$ cat src/acfs_pkg.sv
// Shared types, the letter key table and the presentation form table for the
// Arabic contextual form selector. No dependencies.
package acfs_pkg;

  localparam int LetterCount = 29;
  localparam int CodeWidth   = 16;
  localparam int RowWidth    = $clog2(LetterCount);

  typedef logic [CodeWidth-1:0] code_t;
  typedef logic [RowWidth-1:0]  row_t;

  typedef enum logic [1:0] {
    FORM_ISOLATED = 2'd0,
    FORM_INITIAL  = 2'd1,
    FORM_MEDIAL   = 2'd2,
    FORM_FINAL    = 2'd3
  } form_kind_t;

  typedef struct packed {
    logic hit;
    row_t row;
  } match_t;

  typedef struct packed {
    code_t isolated;
    code_t initial_f;
    code_t medial;
    code_t final_f;
  } forms_t;

  localparam code_t RomKey [LetterCount] = '{
    16'h0627, 16'h0628, 16'h0629, 16'h062a, 16'h062b, 16'h062c, 16'h062d,
    16'h062e, 16'h062f, 16'h0630, 16'h0631, 16'h0632, 16'h0633, 16'h0634,
    16'h0635, 16'h0636, 16'h0637, 16'h0638, 16'h0639, 16'h063a, 16'h0641,
    16'h0642, 16'h0643, 16'h0644, 16'h0645, 16'h0646, 16'h0647, 16'h0648,
    16'h064a
  };

  localparam code_t RomForm [LetterCount][4] = '{
    '{16'hfe8d, 16'h0000, 16'h0000, 16'hfe8e},
    '{16'hfe8f, 16'hfe91, 16'hfe92, 16'hfe90},
    '{16'hfe93, 16'h0000, 16'h0000, 16'hfe94},
    '{16'hfe95, 16'hfe97, 16'hfe98, 16'hfe96},
    '{16'hfe99, 16'hfe9b, 16'hfe9c, 16'hfe9a},
    '{16'hfe9d, 16'hfe9f, 16'hfea0, 16'hfe9e},
    '{16'hfea1, 16'hfea3, 16'hfea4, 16'hfea2},
    '{16'hfea5, 16'hfea7, 16'hfea8, 16'hfea6},
    '{16'hfea9, 16'h0000, 16'h0000, 16'hfeaa},
    '{16'hfeab, 16'h0000, 16'h0000, 16'hfeac},
    '{16'hfead, 16'h0000, 16'h0000, 16'hfeae},
    '{16'hfeaf, 16'h0000, 16'h0000, 16'hfeb0},
    '{16'hfeb1, 16'hfeb3, 16'hfeb4, 16'hfeb2},
    '{16'hfeb5, 16'hfeb7, 16'hfeb8, 16'hfeb6},
    '{16'hfeb9, 16'hfebb, 16'hfebc, 16'hfeba},
    '{16'hfebd, 16'hfebf, 16'hfec0, 16'hfebe},
    '{16'hfec1, 16'hfec3, 16'hfec4, 16'hfec2},
    '{16'hfec5, 16'hfec7, 16'hfec8, 16'hfec6},
    '{16'hfec9, 16'hfecb, 16'hfecc, 16'hfeca},
    '{16'hfecd, 16'hfecf, 16'hfed0, 16'hfece},
    '{16'hfed1, 16'hfed3, 16'hfed4, 16'hfed2},
    '{16'hfed5, 16'hfed7, 16'hfed8, 16'hfed6},
    '{16'hfed9, 16'hfedb, 16'hfedc, 16'hfeda},
    '{16'hfedd, 16'hfedf, 16'hfee0, 16'hfede},
    '{16'hfee1, 16'hfee3, 16'hfee4, 16'hfee2},
    '{16'hfee5, 16'hfee7, 16'hfee8, 16'hfee6},
    '{16'hfee9, 16'hfeeb, 16'hfeec, 16'hfeea},
    '{16'hfeed, 16'h0000, 16'h0000, 16'hfeee},
    '{16'hfef1, 16'hfef3, 16'hfef4, 16'hfef2}
  };

endpackage

$ cat src/acfs_match.sv
// Key match of one code unit against the letter table.
// Depends on acfs_pkg.
module acfs_match (
  input  acfs_pkg::code_t  code,
  output acfs_pkg::match_t match
);

  always_comb begin
    match = '0;
    for (int i = 0; i < acfs_pkg::LetterCount; i++) begin
      if (code == acfs_pkg::RomKey[i]) begin
        match.hit = 1'b1;
        match.row = match.row | acfs_pkg::row_t'(i);
      end
    end
  end

endmodule

$ cat src/acfs_form_rom.sv
// Presentation form lookup for one matched table row; all zero on a miss.
// Depends on acfs_pkg.
module acfs_form_rom (
  input  acfs_pkg::match_t match,
  output acfs_pkg::forms_t forms
);

  always_comb begin
    forms = '0;
    for (int i = 0; i < acfs_pkg::LetterCount; i++) begin
      if (match.hit && match.row == acfs_pkg::row_t'(i)) begin
        forms.isolated  = acfs_pkg::RomForm[i][acfs_pkg::FORM_ISOLATED];
        forms.initial_f = acfs_pkg::RomForm[i][acfs_pkg::FORM_INITIAL];
        forms.medial    = acfs_pkg::RomForm[i][acfs_pkg::FORM_MEDIAL];
        forms.final_f   = acfs_pkg::RomForm[i][acfs_pkg::FORM_FINAL];
      end
    end
  end

endmodule

$ cat src/arabic_contextual_form_select_unit.sv
// Top level of the Arabic contextual form selector: three-stage pipeline of
// key match, form lookup and form selection. Depends on acfs_pkg,
// acfs_match and acfs_form_rom.
//
// Usage:
//   Input channel in_*: a letter with its previous and next neighbors
//   (0 for none). A transfer takes place when in_valid is high and in_stall
//   is low. Result channel out_*: the chosen presentation form and a flag
//   that the letter is in the table; a transfer takes place when out_valid
//   is high and out_stall is low.
//   An accepted item passes the match, lookup and select register stages, in
//   that order, before it is offered with out_valid.
//   Throughput: one item per cycle while out_stall stays low.
//   Stall: a stage advances when the stage after it is empty or moving, so
//   bubbles close up while the output waits; in_stall rises only once all
//   three stages hold items and out_stall is high. Nothing is lost or
//   repeated.
//   Reset: synchronous on rst_n low; all stages are emptied.
module arabic_contextual_form_select_unit (
  input  logic            clk,
  input  logic            rst_n,
  input  logic            in_valid,
  output logic            in_stall,
  input  acfs_pkg::code_t in_this_letter,
  input  acfs_pkg::code_t in_prev_letter,
  input  acfs_pkg::code_t in_next_letter,
  output logic            out_valid,
  input  logic            out_stall,
  output acfs_pkg::code_t out_shaped_letter,
  output logic            out_letter_known
);

  logic ld1, ld2, ld3;
  logic v1_r, v2_r, v3_r;

  acfs_pkg::match_t this_m, prev_m, next_m;
  acfs_pkg::match_t this_m_r, prev_m_r, next_m_r;

  acfs_pkg::forms_t this_f, prev_f;
  acfs_pkg::forms_t forms_r;
  logic             known_r, prev_hit_r, next_hit_r, prev_joins_r;

  acfs_pkg::code_t  pick, shaped_nxt;
  acfs_pkg::code_t  shaped_r;
  logic             known3_r;

  assign ld3      = !v3_r || !out_stall;
  assign ld2      = !v2_r || ld3;
  assign ld1      = !v1_r || ld2;
  assign in_stall = !ld1;

  acfs_match u_match_this (.code(in_this_letter), .match(this_m));
  acfs_match u_match_prev (.code(in_prev_letter), .match(prev_m));
  acfs_match u_match_next (.code(in_next_letter), .match(next_m));

  acfs_form_rom u_rom_this (.match(this_m_r), .forms(this_f));
  acfs_form_rom u_rom_prev (.match(prev_m_r), .forms(prev_f));

  always_comb begin
    if (next_hit_r) begin
      pick = prev_joins_r ? forms_r.medial : forms_r.initial_f;
    end else if (prev_hit_r) begin
      pick = forms_r.final_f;
    end else begin
      pick = '0;
    end
    shaped_nxt = (pick != '0) ? pick : forms_r.isolated;
  end

  always_ff @(posedge clk) begin
    if (!rst_n) begin
      v1_r <= 1'b0;
      v2_r <= 1'b0;
      v3_r <= 1'b0;
    end else begin
      if (ld1) v1_r <= in_valid;
      if (ld2) v2_r <= v1_r;
      if (ld3) v3_r <= v2_r;
    end
  end

  always_ff @(posedge clk) begin
    if (ld1) begin
      this_m_r <= this_m;
      prev_m_r <= prev_m;
      next_m_r <= next_m;
    end
    if (ld2) begin
      forms_r      <= this_f;
      known_r      <= this_m_r.hit;
      prev_hit_r   <= prev_m_r.hit;
      next_hit_r   <= next_m_r.hit;
      prev_joins_r <= prev_m_r.hit && (prev_f.initial_f != '0);
    end
    if (ld3) begin
      shaped_r <= shaped_nxt;
      known3_r <= known_r;
    end
  end

  assign out_valid         = v3_r;
  assign out_shaped_letter = shaped_r;
  assign out_letter_known  = known3_r;

  a_unknown_zero: assert property (@(posedge clk) disable iff (!rst_n)
    out_valid && !out_letter_known |-> out_shaped_letter == '0)
    else $error("unknown letter gave a nonzero form");

  a_known_nonzero: assert property (@(posedge clk) disable iff (!rst_n)
    out_valid && out_letter_known |-> out_shaped_letter != '0)
    else $error("known letter gave a zero form");

  a_accept_fills: assert property (@(posedge clk) disable iff (!rst_n)
    in_valid && !in_stall |=> v1_r)
    else $error("accepted item missing from first stage");

  a_full_stall: assert property (@(posedge clk) disable iff (!rst_n)
    in_stall |-> v1_r && v2_r && v3_r && out_stall)
    else $error("input stalled with room in the pipeline");

  a_reset_empty: assert property (@(posedge clk)
    !rst_n |=> !out_valid && !v1_r && !v2_r)
    else $error("pipeline not empty after reset");

endmodule

$ cat config.mk
export PLATFORM = sky130hd
export DESIGN_NAME = arabic_contextual_form_select_unit
export DESIGN_NICKNAME = d
export VERILOG_FILES = /design/src/acfs_pkg.sv /design/src/acfs_match.sv /design/src/acfs_form_rom.sv /design/src/arabic_contextual_form_select_unit.sv
export SDC_FILE = /design/constraint.sdc
export NUM_CORES = 1
export LEC_CHECK = 0
export ABC_AREA = 0
export BUFFER_PORTS_ARGS = -buffer_cell sky130_fd_sc_hd__buf_2
export CAP_MARGIN = 40
export CORE_ASPECT_RATIO = 1.25
export CORE_MARGIN = 3
export CORE_UTILIZATION = 40
export CTS_CLUSTER_SIZE = 30
export DETAILED_ROUTE_END_ITERATION = 12
export GPL_TIMING_DRIVEN = 0
export SETUP_SLACK_MARGIN = 0.3
export SLEW_MARGIN = 20
export SYNTH_ARGS = -nofsm -noshare
export SYNTH_HDL_FRONTEND = slang
export SYNTH_SLANG_ARGS = --single-unit
export TNS_END_PERCENT = 10
$ cat constraint.sdc
create_clock -name clk -period 2 [get_ports clk]
set_input_delay 0.1 -clock clk [delete_from_list [all_inputs] [get_ports clk]]
set_output_delay 0.1 -clock clk [all_outputs]
set_load 0.005 [all_outputs]
# After elaboration in Yosys (flattened, before gate mapping)
# Cells that the tools add are included.
word_totals:
  reg_bits: 101
  in_bits: 52
  out_inout_bits: 19
classes:
  n_eq_ne: 146
  muxes: 120
  reduce_logical: 85
op_table:
  columns: ["op", "n"]
  rows:
  - ["16-bit by 11-bit == test with 1-bit output, second input constant", 87]
  - ["48-bit two-way mux", 28]
  - ["55-bit two-way mux", 15]
  - ["54-bit two-way mux", 8]
  - ["53-bit two-way mux", 4]
  - ["5-bit == test, second input constant", 26]
  - ["28-bit OR reduction", 4]
  - ["5-bit by 4-bit == test with 1-bit output, second input constant", 16]
  - ["16-bit two-way mux", 5]
  - ["4-bit two-way mux", 16]
  - ["64-bit two-way mux", 1]
  - ["1-bit logical AND", 59]
  - ["3-bit two-way mux", 16]
  - ["5-bit by 3-bit == test with 1-bit output, second input constant", 8]
  - ["13-bit OR reduction", 3]
  - ["16-bit nonzero test", 2]
  - ["27-bit OR reduction", 1]
  - ["2-bit two-way mux", 12]
  - ["5-bit by 2-bit == test with 1-bit output, second input constant", 4]
  - ["6-bit two-way mux", 3]
  - ["17-bit OR reduction", 1]
  - ["5-bit OR reduction", 3]
  - ["1-bit two-way mux", 12]
  - ["5-bit by 1-bit == test with 1-bit output, second input constant", 2]
  - ["other kinds (6)", 15]

# Longest topological paths before layout
# Gate-level depths: netlist of the first run.
logic_depth:
  word_depth: 33
  mapped_depth: 6
  ltp_nobuf: 4

# Modules after synthesis
# Synthesis of the first run repeated with hierarchy kept, for this count alone.
hier_totals:
  cells_unflattened: 691
  hier_area_um2: 6960.4
by_module_without_submodules:
  columns: ["module", "instances", "cells_per_inst", "area_each_um2", "seq_area_each_um2"]
  rows:
  - ["arabic_contextual_form_select_unit", 1, 194, 3676.0, 3002.9]
  - ["acfs_form_rom", 2, 145, 957.2, 0.0]
  - ["acfs_match", 3, 69, 456.7, 0.0]

# Least setup slack after synthesis of the first run
# No wires, ideal clock.
synth_path:
  kind: "register -> register"
  start: "reg prev_joins_r"
  end: "reg shaped_r[14] (netlist: out_shaped_letter[14]), data pin"
  setup_ns: 0.153
  t_arrival_ns: 1.484
  t_required_ns: 1.847
  path_slack_ns: 0.362
  path_stages_with_launch: 6
  n_path_buf: 1
  period_less_slack_ns: 1.638
  cell_sequence: "edfxtp_1 > clkbuf_1 > mux2_2 > a22oi_1 > nand4_1 > o21ai_0"
synth_between:
  elab_chain_cells: 4
synth_rtl:
  columns: ["item", "line_no", "rtl"]
  rows:
  - ["from (decl)", "arabic_contextual_form_select_unit.sv:41", "logic known_r, prev_hit_r, next_hit_r, prev_joins_r;"]
  - ["from (signal assigned)", "arabic_contextual_form_select_unit.sv:93", "prev_joins_r <= prev_m_r.hit && (prev_f.initial_f != '0);"]
  - ["16-bit two-way mux (*)", "arabic_contextual_form_select_unit.sv:61", "pick = prev_joins_r ? forms_r.medial : forms_r.initial_f;"]
  - ["16-bit two-way mux (*)", "arabic_contextual_form_select_unit.sv:60", "if (next_hit_r) begin"]
  - ["16-bit nonzero test", "arabic_contextual_form_select_unit.sv:67", "shaped_nxt = (pick != '0) ? pick : forms_r.isolated;"]
  - ["16-bit two-way mux (*)", "arabic_contextual_form_select_unit.sv:67", null]
  - ["to (signal assigned)", "arabic_contextual_form_select_unit.sv:96", "shaped_r <= shaped_nxt;"]
  - ["to (decl)", "arabic_contextual_form_select_unit.sv:44", "acfs_pkg::code_t shaped_r;"]
# Every way passes the cells marked *; elsewhere a longest branch is shown, timed or not.
# A chain may end at the register's enable or synchronous reset.

# Final worst setup path of the first run
layout_path:
  start: "reg this_m_r[2] (netlist bit)"
  end: "reg forms_r[1] (netlist bit), data pin"
layout_between:
  elab_chain_cells: 14
  elab_cells_between_ends: 71
  cone_classes: "eq/ne (28); mux (12); reduce/logical (31)"
layout_rtl:
  columns: ["item", "line_no", "rtl"]
  rows:
  - ["from (decl)", "arabic_contextual_form_select_unit.sv:37", "acfs_pkg::match_t this_m_r, prev_m_r, next_m_r;"]
  - ["from (signal assigned)", "arabic_contextual_form_select_unit.sv:84", "this_m_r <= this_m;"]
  - ["5-bit logical NOT", "acfs_form_rom.sv:11", "if (match.hit && match.row == acfs_pkg::row_t'(i)) begin"]
  - ["1-bit logical AND", "acfs_form_rom.sv:11", null]
  - ["64-bit two-way mux", "acfs_form_rom.sv:11", null]
  - ["55-bit two-way mux (11 in a row)", "acfs_form_rom.sv:11", null]
  - ["to (signal assigned)", "arabic_contextual_form_select_unit.sv:89", "forms_r <= this_f;"]
  - ["to (decl)", "arabic_contextual_form_select_unit.sv:40", "acfs_pkg::forms_t forms_r;"]
# Several ways; a longest one is shown, not always the timed one.

==> results.cfg, run 1 <==
[clocking]
htree_levels = 2
path_clk_slew_ps = 90
ctsHoldBuffers = 0
root_buffer = clkbuf_8
cts_tree = done
clock_latency_ps = 310
cts_buffers = 5
cts.sinks = 53
cts_buffer_depth = 2

[synth]
yosys.area_share.simple_pct = 24.1
synth_cell_types = 63
synth_top_area_share_pct = 41.2
synth-edff-count = 50
synth_nets = 447
yosys.area_share.adder_pct = 0.823
synth_xor_area_share_pct = 1.92
netlist_instances = 395
syn_area_per_cell_um2 = 9.23
synth_seq_cells = 53
synth_top_family_by_area = simple AND/OR/NAND/NOR gates
synth_area_leaders = edfxtp_1 (41%), a21oi_1 (4.3%), o21ai_0 (4.1%)
synth_compound_area_share_pct = 21.7
ys_seq_area_share_pct = 42.8
ys_async_sr_fraction_pct = 0
synthMuxAreaShare_pct = 2.44
synth_area_leader_cell = edfxtp_1
synth_warnings = 0
netlist_area_um2 = 3650
synth_flop_cell = edfxtp_1

[sta]
rsz0062_at_grt = true
fin_skew_ps = 6.69
holdWs_ps = 0.375
finalHoldViolations = 0
slew_violations = 0
period_needed_ps = 1720
relSlewSlack_pct = 62.5
worst_slew_pin_slew_ps = 560
setup_viol = 0
finalCritPeriodShare_pct = 86.1
finalWorstSetupSlack_ps = 277
fmax_mhz = 580

[detailed_routing]
ant_nets = 0
via_per_inst = 5.60
drc = 0
drt_iter0_drc = 252
num_vias = 3326
avgRoutedWirePerCell_um = 14.2
drt-pass1-iter-count = 5
drt_wl_total_um = 8450

[run]
maxCapViolCount = 0

[setup_path]
crit_chain = clkbuf_2 -> clkinv_1 -> nor2_1 -> o21ai_0 -> and3_1
crit_slowest_cell = edfxtp_1
path_class = reg2reg
critical_path.max_fanout = 10
cp_slowest_stage_delay_ps = 340
crit_arrival_ps = 1790
critPathRequiredTime_ps = 2070
crit_path_end_kind = flop
start_kind = flop

[final_layout]
multiInputGateArea_um2 = 1920
area_delta_synth_final_pct = 19.0
nNetsFinal = 525
seq_area_um2 = 1560
fillers = 870
diodes = 0
drive_gt1_share_pct = 26.6
stdcell_count = 594
utilization_pct = 49.4

[floorplanning]
initial_core_util_pct = 41.5
io_pins = 71
chipWidth_um = 91.4
die-height_um = 113
core_area_um2 = 8800
die-area_um2 = 10300
rows = 38

[grt]
grt_pass1_vias = 3162
grt_usage_pct = 16.0
met2_usage_pct = 30.5
antenna_found_initial = 0
grt.overflow.total = 0
use_met1_pct = 17.2
grtUsageMet3_pct = 2.19
grt_max_degree = 22
grt_pass1_wl_um = 14000
busiest_layer = met2

[power_and_ir_drop]
peakVddDrop_mv = 0.236
leakage_nw = 1.73
finalPower_mw = 2.08
p_per_area_nw_per_um2 = 480

[place]
post-place-ws_ps = -128
place_congestion = 0.911
dp.final_hpwl_um = 6440
dp_cells = 582
port_buffers = 66

[status]
status = complete, no violations

[min_path]
hold_path_class = in2reg
cells in the mapped netlist, types with 4 or more instances:
cell and count:
a211oi_1 6, a21o_1 4, a21oi_1 31, a22oi_1 7, a31oi_1 15, and3_1 6
buf_2 4, buf_4 8, clkbuf_1 24, edfxtp_1 50, inv_1 10, mux2_2 7
nand2_1 21, nand2b_1 17, nand3_1 7, nand3b_1 6, nand4_1 7, nor2_1 21
nor2b_1 11, nor3_1 8, nor3b_1 6, nor4_1 5, nor4b_1 4, o21ai_0 30
o21bai_1 5, or2_2 4, or3b_2 4, or4bb_1 5, xnor2_1 4, xor2_1 4
power breakdown:
part	internal, mW	leakage [nW]	total, mW	switching (mW)
Sequential	1.21	0.639	1.21	0.00449
Combinational	0.112	1.04	0.240	0.128
Clock	0.281	0.0512	0.632	0.351
Total	1.60	1.73	2.08	0.484
metrics by stage:
stage / area [um^2] / setup TNS (ps)
finish: 4340 / 0
global route: 4340 / 0
CTS: 4280 / 0
detailed placement: 4140 / -307
global placement: 4130 / -284
floorplan: 3650 / 0
logic make-up after synthesis:
kind of cell             count (synthesis)
AO/OA/AOI/OAI                          125
XOR/XNOR                                 8
adder cells (fa/ha/maj)                  3
buffers and inverters                   50
flip-flops                              53
multiplexers                             8
other                                    1
AND/OR/NAND/NOR                        147
sequential cells by signal (all words and copies together) (netlist names):
signal and flops:
prev_hit_r 1, next_m_r 1, known_r 1, v2_r 1, out_letter_known 1, out_shaped_letter 8, forms_r 24, v1_r 1
next_hit_r 1, this_m_r 6, prev_m_r 6, prev_joins_r 1, out_valid 1
worst paths after layout:
check	from	to	slack, ps	depth (start not counted)
hold / removal	in_valid	v1_r	0.4	2
setup / recovery	this_m_r[2]	forms_r[1]	280	5
hold reg to reg	next_m_r[5]	next_hit_r	430	0
setup reg to reg	this_m_r[2]	forms_r[1]	280	5
critical path, delay by kind of cell (launching register included):
family | cells | cell delay [ps]
buf+inv | 2 | 530
compound gates | 1 | 120
flops | 1 | 340
simple gates | 2 | 490
area by class of cell:
cell class	count	share of cell area [%]
Timing Repair Buffer	71	8.65
Clock buffer	6	1.90
Multi-Input combinational cell	292	44.1
Buffer	39	4.61
Tap cell	120	3.46
Inverter	11	0.951
Clock inverter	2	0.317
Sequential cell	53	36.0
cell usage in the layout (no fill, tap or decap), types with 4 or more instances in the layout:
cell      Yosys  layout
clkbuf_1     24      18
nand4_1       7       7
buf_2         4      71
edfxtp_1     50      50
mux2_2        7       7
a21oi_1      31      31
or2_2         4       4
nor2b_1      11      10
and3_1        6       6
nor3_1        8       8
nand3b_1      6       6
xnor2_1       4       4
xor2_1        4       4
clkbuf_2      0       5
nor3b_1       6       6
o21bai_1      5       5
a31oi_1      15      15
inv_1        10      10
a211oi_1      6       6
a22oi_2       0       6
nand2_1      21      21
clkbuf_8      0       6
nor2_1       21      20
nor4b_1       4       4
nand3_1       7       7
o21ai_0      30      29
or4bb_1       5       5
nand2b_1     17      17
buf_4         8      12
a21o_1        4       4
or3b_2        4       4
nor4_1        5       5
repair_timing:
item / CTS / global route
setup endpoints to repair: 26 / 26
setup buffers: 1 / 3
pin swaps: 2 / 0
resized for setup: 14 / 15
hold endpoints to repair: 0 / 0
per-layer routing:
metal / share of wire, % / up-vias / routed length, um
met5: 0 / - / 0
met4: 3.1 / 0 / 263
met3: 4.5 / 23 / 377
met2: 54 / 121 / 4530
met1: 39 / 1537 / 3290
li1: - / 1645 / -
Note: power is estimated with default switching activity, not from simulation.
==> run 2, diff against run 1 <==
CORE_MARGIN = 2   (was 3)
==> run 2 against run 1 <==
Compared with the run above:
- cell count down 0.17%
- maximum frequency decreased by 0.27%
- via count is 1.0% lower
- clock skew shrank 1.9 ps
- sequential cell count unchanged
- global-route usage rose by 1.8 points
- combinational power is essentially flat
- total power is 5.0% higher
==> results.cfg, run 2 (same netlist as run 1, synthesis figures left out) <==
[status]
status = complete, no violations

[power_and_ir_drop]
leakage_nw = 1.74
swShare_pct = 22.5
finalPower_mw = 2.19
p_per_area_nw_per_um2 = 500
switchingPower_mw = 0.492
p_int_mw = 1.69
power_frac_comb_pct = 10.9
power_frac_seq_pct = 55.4
clkPwrFrac_pct = 33.7
peakVddDrop_mv = 0.241

[detailed_routing]
via_per_inst = 5.55
num_vias = 3292
drc = 0
drt_iter0_drc = 192
avgRoutedWirePerCell_um = 14.1
drt_wl_total_um = 8390
ant_nets = 0
drt-pass1-iter-count = 6

[floorplanning]
die-area_um2 = 9900
initial_core_util_pct = 41.5
chipWidth_um = 89.4
core_area_um2 = 8800
rows = 38
io_pins = 71
die-height_um = 111

[final_layout]
drive_gt1_share_pct = 26.8
final_area_um2 = 4370
area_delta_synth_final_pct = 19.9
regMostFlops = forms_r
nNetsFinal = 524
largest_register_ffs = 24
layout_common_cells = buf_2 (71), edfxtp_1 (50), a21oi_1 (31)
stdcell_count = 593
utilization_pct = 49.7
diodes = 0
mostFrequentLayoutCell = buf_2

[min_path]
hold_path_class = in2reg

[sta]
period_needed_ps = 1730
setup_viol = 0
worst_slew_pin_slew_ps = 503
finalHoldViolations = 0
finalCritPeriodShare_pct = 86.4
fmax_mhz = 579
fin_skew_ps = 4.77
relSlewSlack_pct = 66.5
slew_violations = 0
rsz0062_at_grt = true
finalWorstSetupSlack_ps = 272

[place]
post-place-ws_ps = -99.0
dp_cells = 582
dp.final_hpwl_um = 6330
port_buffers = 66
place_congestion = 0.905
dpl_cell_area_um2 = 4160

[clocking]
path_clk_slew_ps = 100
cts_buffer_depth = 2
htree_levels = 2
cts.sinks = 53
cts_buffers = 5
clock_latency_ps = 310
cts_tree = done
root_buffer = clkbuf_8
ctsHoldBuffers = 0

[setup_path]
crit_path_end_kind = flop
start_kind = flop
critPathRequiredTime_ps = 2030
path_class = reg2reg
crit_arrival_ps = 1760
critical_path.max_fanout = 10

[grt]
grt_pass1_wl_um = 14500
grt_pass1_vias = 3245
grt.overflow.total = 0
grt_usage_pct = 17.8
antenna_found_initial = 0
grt_max_degree = 21

[run]
maxCapViolCount = 0
==> run 2: area by class of cell <==
type	instances	area, um^2
clock buffer	5	68.8
timing repair buffer	70	380
multi-input combinational	292	1920
clock inverter	3	43.8
buffer	39	203
inverter	11	41.3
sequential	53	1560
tap	120	150
fill	838	4420
==> run 2: final timing paths <==
path | from | endpoint | slack, ps | cells past startpoint
max | this_m_r[5] | forms_r[37] | 270 | 4
min | in_valid | v1_r | 2 | 2
max reg2reg | this_m_r[5] | forms_r[37] | 270 | 4
min reg2reg | known_r | out_letter_known | 430 | 0
==> run 2: power by group through the flow <==
| stage | clock network (mW) | registers (mW) | logic [mW] |
|---|---|---|---|
| finish | 0.736 | 1.21 | 0.239 |
| detailed placement | 0 | 1.24 | 0.236 |
| global placement | 0 | 1.24 | 0.232 |
| CTS | 0.745 | 1.21 | 0.237 |
| global route | 0.787 | 1.21 | 0.270 |
| floorplan | 0 | 1.24 | 0.138 |
==> run 2: critical path, stage by stage, from the launching register on <==
cell and delay (ps):
edfxtp_1 440, clkbuf_1 240, inv_1 210, clkbuf_1 430
a21oi_1 130
==> run 2: per-layer routing <==
metal	vias to the layer above	GRT usage (%)	routed length, um
met4	0	8.26	222
met3	20	2.08	265
li1	1639	-	-
met5	-	0	0
met2	73	32.1	4540
met1	1560	20.1	3370
==> run 2: timing repair <==
action,CTS,global route
pin swaps,2,2
gates resized for setup,14,19
buffers inserted,1,2
endpoints found under the setup margin,26,28
==> run 2: through the flow <==
step | TNS, ps | hold slack, ps
global placement | -295 | 320
global route | 0 | 18.6
CTS | 0 | 4.52
finish | 0 | 1.86
floorplan | 0 | 218
detailed placement | -217 | 326
==> run 3, diff against run 2 <==
CAP_MARGIN = 25   (was 40)
clock period = 1.58 ns   (was 2 ns; I/O delays follow)
==> run 3 against run 2 <==
Compared with the run above:
- the run now ends with negative setup slack left
- count of clock-buffer cells in the layout grew 1
- critical path depth grew 1
- combinational power grew 31%
- core utilization grew 2.2 points
- critical path type unchanged
- register-to-register slack lost 330 ps
- critical endpoint is now forms_r[20]
- sequential power grew 26%
- clock power grew 6.1%
- largest power group unchanged
- total power grew 20%
- maximum frequency grew 5.6%
- sequential cell count is the same
- design area grew 4.4%
- non-clock buffer count grew 3
==> results.cfg, run 3 (same netlist as run 1, synthesis figures left out) <==
[status]
status = complete, but fails checks
failed_checks = negative setup slack

[grt]
grt.overflow.total = 0
antenna_found_initial = 0
grt_usage_pct = 18.7
grt_max_degree = 29
grt_pass1_vias = 3309
grt_pass1_wl_um = 14900

[floorplanning]
chipWidth_um = 89.4
die-height_um = 111
rows = 38
initial_core_util_pct = 41.5
io_pins = 71
die-area_um2 = 9900
core_area_um2 = 8800

[sta]
finalHoldViolations = 0
relSlewSlack_pct = 62.2
holdWs_ps = 57.9
finalCritPeriodShare_pct = 104
worst_slew_pin_slew_ps = 566
fin_skew_ps = 12.5
period_needed_ps = 1640
rsz0062_at_grt = true
setup-tns-final_ps = -305
setup_viol = 9
finalWorstSetupSlack_ps = -56.4
fmax_mhz = 611
slew_violations = 0

[final_layout]
nNetsFinal = 527
fillers = 804
regMostFlops = forms_r
largest_register_ffs = 24
area_delta_synth_final_pct = 25.2
drive_gt1_share_pct = 31.3
layout_common_cells = buf_2 (66), edfxtp_1 (50), a21oi_1 (31)
diodes = 0
multiInputGateArea_um2 = 2000
mostFrequentLayoutCell = buf_2
stdcell_count = 596
seq_area_um2 = 1560

[detailed_routing]
avgRoutedWirePerCell_um = 15.0
drt_iter0_drc = 264
via_per_inst = 5.73
drt_wl_total_um = 8950
drt-pass1-iter-count = 5
ant_nets = 0
drc = 0
num_vias = 3415

[power_and_ir_drop]
p_per_area_nw_per_um2 = 576
leakage_nw = 1.82
power_frac_seq_pct = 58.4
switchingPower_mw = 0.638
clkPwrFrac_pct = 29.7
swShare_pct = 24.3
peakVddDrop_mv = 0.313
power_frac_comb_pct = 11.9
p_int_mw = 1.99
finalPower_mw = 2.63

[setup_path]
crit_path_end_kind = flop
start_kind = flop
critPathRequiredTime_ps = 1740
path_class = reg2reg
crit_arrival_ps = 1800
critical_path.max_fanout = 6

[clocking]
cts_buffers = 5
cts.sinks = 53
htree_levels = 2
clock_latency_ps = 320
path_clk_slew_ps = 100
root_buffer = clkbuf_8
cts_tree = done
cts_buffer_depth = 2

[place]
place_congestion = 0.930
dp_cells = 581
dp.final_hpwl_um = 6570
port_buffers = 66
post-place-ws_ps = -198

[run]
maxCapViolCount = 0

[min_path]
hold_path_class = in2reg
## run 3: cell types whose count changed in the layout (fill, tap and decap cells not counted), sizes merged
| cell | previous run | this run |
|---|---|---|
| inv | 11 | 10 |
| clkbuf | 30 | 28 |
| bufinv | 1 | 0 |
| dlygate4sd3 | 0 | 2 |
| clkinvlp | 0 | 1 |
| bufbuf | 0 | 1 |
| buf | 84 | 87 |
## run 3: critical path, stage by stage (launching register included)
cell,delay (ps)
edfxtp_1,470
buf_4,190
nand2b_1,170
maj3_1,360
o22a_1,190
nor2_1,110
## run 3: power groups by stage
stage,registers (mW),clock network (mW),logic [mW]
finish,1.53,0.781,0.313
global route,1.54,0.858,0.350
CTS,1.54,0.802,0.311
detailed placement,1.57,0,0.302
global placement,1.56,0,0.295
floorplan,1.57,0,0.176
## run 3: path summary, 6_finish.rpt
path / startpoint / end / slack [ps] / depth (start not counted)
max reg2reg: this_m_r[4] / forms_r[20] / -60 / 5
max: this_m_r[4] / forms_r[20] / -60 / 5
min reg2reg: next_m_r[5] / next_hit_r / 420 / 0
min: out_stall / out_valid / 60 / 3
## run 3: per-layer routing
metal / up-vias / part of all wire [%] / track usage [%]
met5: - / 0 / 0
met4: 0 / 2.6 / 8.56
met3: 17 / 4.3 / 2.53
met2: 124 / 55 / 33.9
met1: 1622 / 38 / 20.6
li1: 1652 / - / -
## run 3: stage by stage
| step | utilization, % | instance area [um^2] |
|---|---|---|
| 2_1_floorplan | - | 3750 |
| 3_3_place_gp | 48.1 | 4230 |
| 3_5_place_dp | 48.1 | 4230 |
| 4_1_cts | 51.8 | 4560 |
| 5_1_grt | 51.9 | 4570 |
| 6_report | 51.9 | 4570 |
## run 3: area by class of cell
| class | instances | area share [%] |
|---|---|---|
| multi-input cells | 292 | 43.8 |
| flip-flops and latches | 53 | 34.2 |
| repair buffers | 73 | 9.18 |
| plain buffers | 39 | 6.49 |
| well taps | 120 | 3.29 |
| clock buffers | 6 | 1.59 |
| inverters | 11 | 1.10 |
| clock inverters | 2 | 0.301 |
## run 3: timing repair
action	CTS	global route
pin swaps	12	6
hold buffers	2	0
hold endpoints to repair	2	0
resized for setup	53	7
endpoints found under the setup margin	77	67
cloned	1	0
buffers inserted	4	0
